==> config.mk <==
export PLATFORM = sky130hd
export DESIGN_NAME = sat_front
export DESIGN_NICKNAME = d
export VERILOG_FILES = /design/src/sv/sat_pkg.sv /design/src/sv/sat_front.sv
export SDC_FILE = /design/constraint.sdc
export NUM_CORES = 2
export LEC_CHECK = 0
export BUFFER_PORTS_ARGS = -buffer_cell sky130_fd_sc_hd__buf_2
export CAP_MARGIN = 15
export CORE_UTILIZATION = 60
export CTS_BUF_LIST = sky130_fd_sc_hd__clkbuf_16
export DETAILED_ROUTE_END_ITERATION = 12
export PLACE_DENSITY = 0.78
export SYNTH_ARGS = -nofsm -noshare
export SYNTH_HDL_FRONTEND = slang
export SYNTH_SLANG_ARGS = --single-unit
==> constraint.sdc <==
create_clock -name clock -period 18 [get_ports clock]
set_clock_uncertainty 0.15 [all_clocks]
set_input_delay 1.8 -clock clock [delete_from_list [all_inputs] [get_ports clock]]
set_output_delay 1.8 -clock clock [all_outputs]
set_load 0.03 [all_outputs]
==> src/sv/sat_pkg.sv <==
// shared types and constants for the sampled allocation tracker
`timescale 1ns / 1ps
package sat_pkg;
   localparam int unsigned TABLE_DEPTH_DEF = 4096;
   localparam int unsigned PROBE_LIMIT_DEF = 256;
   localparam int unsigned STACK_SLOTS_DEF = 65536;

   localparam logic [63:0] MIX_MUL = 64'hff51afd7ed558ccd;
   localparam int unsigned MIX_SHIFT = 33;

   localparam int unsigned ADDR_W = 64;
   localparam int unsigned SIZE_W = 48;
   localparam int unsigned STACK_W = 16;
   localparam int unsigned STATUS_W = 3;
   localparam int unsigned SLOT_W = 12;
   localparam int unsigned KIND_W = 2;
   localparam int unsigned CSR_IDX_W = 2;
   localparam int unsigned CSR_DATA_W = 48;
   localparam int unsigned ACC_W = 49;

   localparam logic [CSR_IDX_W-1:0] CSR_ENABLE = 2'd0;
   localparam logic [CSR_IDX_W-1:0] CSR_BIG_THRESHOLD = 2'd1;
   localparam logic [CSR_IDX_W-1:0] CSR_SAMPLE_INTERVAL = 2'd2;

   typedef enum logic [STATUS_W-1:0] {
      ST_IGNORED = 3'd0,
      ST_BIG = 3'd1,
      ST_SAMPLED = 3'd2,
      ST_FULL = 3'd3,
      ST_REMOVED = 3'd4,
      ST_NOT_FOUND = 3'd5
   } status_type;

   localparam logic [KIND_W-1:0] KIND_NONE = 2'd0;
   localparam logic [KIND_W-1:0] KIND_BIG = 2'd1;
   localparam logic [KIND_W-1:0] KIND_SAMPLED = 2'd2;

   typedef enum logic [1:0] {
      OP_IGNORE = 2'd0,
      OP_INSERT = 2'd1,
      OP_REMOVE = 2'd2
   } op_type;

   // classified command handed from front to back
   typedef struct packed {
      op_type op;
      logic sampled;
      logic [ADDR_W-1:0] address;
      logic [SIZE_W-1:0] size;
      logic [STACK_W-1:0] stack;
   } cmd_type;
endpackage

==> src/sv/sat_front.sv <==
// front end: classifies transactions, hashes address, keeps the byte count for sampling
`timescale 1ns / 1ps
module sat_front #(
   parameter int unsigned TABLE_DEPTH = 4096,
   parameter int unsigned STACK_SLOTS = 65536
) (
   input  logic clock,
   input  logic reset,
   input  logic csr_write,
   input  logic [sat_pkg::CSR_IDX_W-1:0] csr_index,
   input  logic [sat_pkg::CSR_DATA_W-1:0] csr_data,
   input  logic req_valid,
   output logic req_stall,
   input  logic req_action,
   input  logic [63:0] req_address,
   input  logic [47:0] req_alloc_size,
   input  logic [15:0] req_stack_id,
   output logic cmd_valid,
   input  logic cmd_stall,
   output sat_pkg::cmd_type cmd,
   output logic [$clog2(TABLE_DEPTH)-1:0] cmd_home
);
   import sat_pkg::*;
   localparam int unsigned IDX_W = $clog2(TABLE_DEPTH);
   localparam int unsigned SK_W = $clog2(STACK_SLOTS);

   logic enable_ff;
   logic [SIZE_W-1:0] threshold_ff;
   logic [31:0] interval_ff;
   logic [ACC_W-1:0] acc_ff, acc_in;

   // stage 1: capture and premix; stage 2: partial products; stage 3: output
   logic s1_valid_ff, s2_valid_ff, out_valid_ff;
   cmd_type s1_cmd_ff, s2_cmd_ff, out_cmd_ff, s1_cmd_in;
   logic [63:0] s1_h_ff, s2_ll_ff, s2_prod;
   logic [31:0] s2_lh_ff, s2_hl_ff;
   logic [IDX_W-1:0] out_home_ff;
   logic [63:0] h2;
   logic busy;
   logic [ACC_W-1:0] acc_sum;

   assign busy = s1_valid_ff || s2_valid_ff || out_valid_ff;
   assign req_stall = busy;
   assign cmd_valid = out_valid_ff;
   assign cmd = out_cmd_ff;
   assign cmd_home = out_home_ff;
   // low 64 bits of the product from three 32 by 32 partial products
   assign s2_prod = s2_ll_ff + {s2_lh_ff + s2_hl_ff, 32'd0};
   assign h2 = s2_prod ^ (s2_prod >> MIX_SHIFT);

   always_comb begin
      acc_sum = acc_ff + ACC_W'(req_alloc_size);
      acc_in = acc_ff;
      s1_cmd_in.op = OP_IGNORE;
      s1_cmd_in.sampled = 1'b0;
      s1_cmd_in.address = req_address;
      s1_cmd_in.size = req_alloc_size;
      s1_cmd_in.stack = STACK_W'(req_stack_id[SK_W-1:0]);
      if (enable_ff && req_address != '0) begin
         if (req_action) begin
            s1_cmd_in.op = OP_REMOVE;
         end else if (req_alloc_size >= threshold_ff) begin
            s1_cmd_in.op = OP_INSERT;
         end else if (acc_sum < ACC_W'(interval_ff)) begin
            acc_in = acc_sum;
         end else begin
            acc_in = '0;
            s1_cmd_in.op = OP_INSERT;
            s1_cmd_in.sampled = 1'b1;
         end
      end
   end

   always_ff @(posedge clock) begin
      if (reset) begin
         enable_ff <= 1'b0;
         threshold_ff <= SIZE_W'(32768);
         interval_ff <= 32'd1048576;
         acc_ff <= '0;
         s1_valid_ff <= 1'b0;
         s2_valid_ff <= 1'b0;
         out_valid_ff <= 1'b0;
      end else begin
         if (csr_write) begin
            case (csr_index)
               CSR_ENABLE: enable_ff <= csr_data[0];
               CSR_BIG_THRESHOLD: threshold_ff <= csr_data;
               CSR_SAMPLE_INTERVAL: interval_ff <= csr_data[31:0];
               default: ;
            endcase
         end
         if (req_valid && !busy) begin
            acc_ff <= acc_in;
         end
         s1_valid_ff <= req_valid && !busy;
         s2_valid_ff <= s1_valid_ff;
         if (s2_valid_ff) begin
            out_valid_ff <= 1'b1;
         end else if (!cmd_stall) begin
            out_valid_ff <= 1'b0;
         end
      end
      if (req_valid && !busy) begin
         s1_cmd_ff <= s1_cmd_in;
         s1_h_ff <= req_address ^ (req_address >> MIX_SHIFT);
      end
      s2_cmd_ff <= s1_cmd_ff;
      s2_ll_ff <= s1_h_ff[31:0] * MIX_MUL[31:0];
      s2_lh_ff <= 32'(s1_h_ff[31:0] * MIX_MUL[63:32]);
      s2_hl_ff <= 32'(s1_h_ff[63:32] * MIX_MUL[31:0]);
      if (s2_valid_ff) begin
         out_cmd_ff <= s2_cmd_ff;
         out_home_ff <= h2[IDX_W-1:0];
      end
   end

`ifndef NO_ASSERTIONS
   a_one_in_flight: assert property (@(posedge clock) disable iff (reset)
      s1_valid_ff |-> !s2_valid_ff && !out_valid_ff)
      else $error("front overlap");
   a_out_holds: assert property (@(posedge clock) disable iff (reset)
      cmd_valid && cmd_stall |=> cmd_valid && $stable(cmd_home))
      else $error("command dropped");
   a_acc_idle: assert property (@(posedge clock) disable iff (reset)
      busy |=> $stable(acc_ff))
      else $error("accumulator moved while busy");
`endif
endmodule

## Yosys cells after proc, flatten, opt, wreduce, memory -nomap -nowiden

Index checks and enable logic that the tools add are counted.

- Input bits: 184
- Output and inout bits: 145
- Logic and storage cells: 63
- Register bits: 673

- Eq/ne operators: 3
- Reduce and logical (&&, ||, !) cells: 13
- Mux-type cells: 6
- Bitwise logic cells: 5
- $lt $le $gt $ge: 2
- $add $sub $neg: 3
- Multiply operators: 3

Operators with widths:

| operator | number |
|---|---|
| $reduce_bool 64->1 | 1 |
| $xor 64x31->64 | 1 |
| $add 49x48->49 | 1 |
| $lt 49x32->1 | 1 |
| $mux 49 | 1 |
| $ge 48x48->1 | 1 |
| $add 45x45->45 | 1 |
| $mul 32x32->45 const B | 1 |
| $mul 32x25->13 const B | 1 |
| $mul 32x30->13 const B | 1 |
| $add 13x13->13 | 1 |
| $xor 12x12->12 | 1 |
| $reduce_and 2->1 | 3 |
| $mux 2 | 2 |
| $reduce_and 4->1 | 1 |
| $mux 1 | 3 |
| $not 1->1 | 3 |
| $reduce_or 3->1 | 1 |
| $eq 2x1->1 const B | 1 |
| $eq 2x2->1 const B | 1 |
| $logic_and 1x1->1 | 2 |
| $logic_not 2->1 | 1 |
| $logic_or 1x1->1 | 2 |
| $ne 2x1->1 const B | 1 |
| 2 further kinds | 2 |

## Logic depth before layout (Yosys ltp)

- Depth in word-level cells: 5
- Depth in mapped cells: 26

## Least setup slack after synthesis

Ideal clock, no wire load.

- Path type: reg-to-reg
- From: register s1_h_ff[0]
- To: register s2_ll_ff[43]
- Cell stages (with the launch flop): 23
- Clock period less this slack: 7025 ps
- Data arrival time: 6803 ps
- Slack: 10975 ps
- Library setup time: 72 ps
- Cells stage by stage: edfxtp_1 -> inv_1 -> fa_1 -> fa_1 -> inv_1 -> fa_1 -> fa_1 -> fa_1 -> fa_1 -> fa_1 -> inv_1 -> fa_1 -> inv_1 -> ha_1 -> or3_1 -> a21oi_1 -> nor2_1 -> o311ai_1 -> a31oi_1 -> a41oi_1 -> o21ai_1 -> a21oi_1 -> xnor2_1

- Cells in the longest elaborated chain, start to end: 1

Ends and longest elaborated chain:

| element | RTL line | RTL |
|---|---|---|
| start: declaration | sat_front.sv:35 | `logic [63:0] s1_h_ff, s2_ll_ff, s2_prod;` |
| start signal: assignment | sat_front.sv:105 | `s1_h_ff <= req_address ^ (req_address >> MIX_SHIFT);` |
| $mul 32x32->45 | sat_front.sv:108 | `s2_ll_ff <= s1_h_ff[31:0] * MIX_MUL[31:0];` |
| end signal: assignment | sat_front.sv:108 |  |
| end: declaration | sat_front.sv:35 |  |

No other way between the ends.
A chain may end at the register's enable or synchronous reset.

## Worst setup path after layout

Same ends and word-level chain as after synthesis.

==> results.tsv <==
metric	value	unit
max_freq	129	MHz
ys_seq_area_share	39.0	%
first_pass_iters	5	
wl	105	mm
start_util	61.0	%
ys_async_sr_fraction	0	%
synth_edf_count	305	
overflow	0	
ys_ff_latch	617	
critical_path_depth	22	
period_share	43.0	%
io_pins	329	
reg2reg_slack	10.26	ns
fin_nets	4865	
clk_latency	0.64	ns
setup_tns	0	ns
antenna_found_initial	6	
crit_chain	inv_1 > fa_1 > fa_1 > inv_1 > fa_1 > fa_1 > fa_1 > fa_1 > fa_1 > inv_1 > fa_1 > inv_1 > ha_1 > or3_1 > a21oi_1 > nor2_1 > o311ai_1 > a31oi_1 > a41oi_1 > o21ai_1 > a21oi_1 > xnor2_1	
holdPathStages	0	
setup_viol	0	
critPathKind	register to register	
cp_max_fo	14	
grt_max_degree	87	
worstHoldStart	s1_cmd_ff[123]$_DFFE_PP_	
clock_path_buffers	3	
yosysWarnings	0	
yosys-top-cells-area	edfxtp_1 (23%), fa_1 (20%), dfxtp_1 (16%), ha_1 (14%), inv_1 (7.1%)	
ctsRootBufferMaster	clkbuf_16	
cts_made_buffers	66	
ys.flop_type	dfxtp_1	
grt_pass1_wl	158	mm
cp-start-kind	register	
track_usage	31.8	%
drc	0	
critPathSlowestCell	edfxtp_1	
hpwl	84.4	mm
drive_above_1_share	11.8	%
hold_violations	0	
post_cts_resized	0	
path_delay_family	adder cells	
syn-num-nets	4525	
portBuffers	328	
hold_buffers	0	
coreArea	64700	µm²
reg2reg_from	s1_h_ff[0]$_DFFE_PP_	
drt_iter0_markers	1952	
cts_tree	yes	
slew_viol_final	0	
synth_cell_type_count	73	
yosysTopAreaCellShare	23.2	%
r2r-end	s2_ll_ff[43]$_DFF_P_	
end_kind	register	
synthCells	3498	
rr_worst_depth	22	
place.gp.congestion	0.996	
maxCapViolCount	0	
dieHeight	258	µm
fp.dieW	258	µm
min_path_type	register to register	
critical_path.max_stage_delay	0.80	ns
tightest_slew	1.13	ns
vias_per_cell	5.54	
rows	93	
die_area	66800	µm²
cts_sinks	617	
synth_common_cells	inv_1 (751), ha_1 (443), fa_1 (400)	
min_period	7.74	ns
avgSynthCellArea	11.3	µm²
cp.buffers_inverters	4	
hold_path_end	s2_cmd_ff[123]$_DFF_P_	
crit_required	18.38	ns
synth_area_leader_cell	edfxtp_1	
clkTransAtPathRegs	0.06	ns
worstPathArrival	8.12	ns
max_slew_margin	24.6	%
cts_setup_buffers	0	
status	finished, final reports clean	
final_antenna_net_count	0	
wire_per_inst	22.0	µm
yosysMostFrequentCell	inv_1	
routed-via-count	26311	
syn_to_final_growth	12.0	%
path_common_cell	fa_1	
netlist_area	39500	µm²
ctsHtreeMaxLevel	3	
fillers	4849	
grt_pass1_vias	27065	
rsz0062_at_grt	no	
## final cells by class
class	count	area (µm²)	area share [%]
sequential	617	15400	34.9
antenna	6	15.0	0.0340
clock inverter	56	510	1.16
timing repair buffer	341	1760	3.98
multi-input combinational	2060	21000	47.4
clock buffer	66	1650	3.74
inverter	752	2830	6.40
tap	855	1070	2.42
## cells in the final DEF, fill, tap and decap left out, types with 6 or more instances in the layout
cell type / netlist / routed
clkinv_2: 0 / 9
a31oi_1: 9 / 9
o21ai_1: 9 / 9
o21ai_0: 43 / 43
inv_1: 751 / 764
xnor2_1: 107 / 106
clkbuf_16: 0 / 66
diode_2: 0 / 6
nor4_1: 51 / 49
a21oi_1: 210 / 209
a211o_1: 6 / 6
o21bai_1: 21 / 21
buf_2: 3 / 328
clkinv_1: 0 / 12
ha_1: 443 / 443
and3_1: 12 / 12
a21o_1: 74 / 74
nor3_1: 22 / 22
a211oi_1: 14 / 14
nand4_1: 33 / 33
fa_1: 400 / 400
nand2b_1: 11 / 11
nor2_1: 66 / 65
edfxtp_1: 305 / 305
buf_4: 0 / 12
and2_1: 23 / 23
xor2_1: 74 / 74
o211ai_1: 12 / 12
nand3_1: 24 / 24
o31ai_1: 7 / 7
a22o_1: 30 / 30
nor2b_1: 17 / 17
nand2_1: 254 / 254
o21a_1: 14 / 14
dfxtp_1: 312 / 311
## metrics by stage
step,worst slack [ns],instance area (µm²),std cells,hold slack [ns],util [%]
3_5_place_dp,10.30,42000,4624,0.177,64.9
5_1_grt,9.81,44200,4753,0.190,68.3
2_1_floorplan,10.97,39500,3498,0.173,-
4_1_cts,10.25,44200,4746,0.186,68.2
6_report,10.26,44200,4753,0.185,68.3
3_3_place_gp,10.34,42000,4624,0.173,64.9
## cells by family after synthesis
kind of cell | count (synthesis) | synth area share, %
AO/OA/AOI/OAI | 492 | 8.05
XOR/XNOR | 181 | 4.02
adder cells (fa/ha/maj) | 843 | 34.3
buffers and inverters | 821 | 7.93
flip-flops | 617 | 39.0
multiplexers | 6 | 0.152
AND/OR/NAND/NOR | 538 | 6.45
## sequential cells by signal (all words and copies together), names as in the netlist, 12 cells and up
signal        cells
threshold_ff     48
s2_hl_ff         13
s2_lh_ff         13
s1_cmd_ff       131
s2_ll_ff         24
cmd_home         12
s2_cmd_ff       129
s1_h_ff          31
acc_ff           49
interval_ff      32
cmd             131
## worst max path at each step
stage,endpoint,from
floorplan,s2_ll_ff[43]$_DFF_P_,s1_h_ff[0]$_DFFE_PP_
global placement,s1_cmd_ff[129]$_SDFFCE_PP0P_,req_alloc_size[0]
detailed placement,s2_ll_ff[43]$_DFF_P_,s1_h_ff[0]$_DFFE_PP_
CTS,s2_ll_ff[43]$_DFF_P_,s1_h_ff[0]$_DFFE_PP_
global route,s2_ll_ff[43]$_DFF_P_,s1_h_ff[0]$_DFFE_PP_
finish,s2_ll_ff[43]$_DFF_P_,s1_h_ff[0]$_DFFE_PP_
## routing by layer
| metal | routed length, µm | GRT usage [%] |
|---|---|---|
| met5 | 0 | 0 |
| met1 | 42900 | 41.8 |
| met4 | 4820 | 14.2 |
| met3 | 6640 | 5.06 |
| met2 | 50400 | 52.4 |
Power is left out: the tool's default activity adds up to more than one toggle a clock period on the data nets, which glitch-free logic cannot reach.
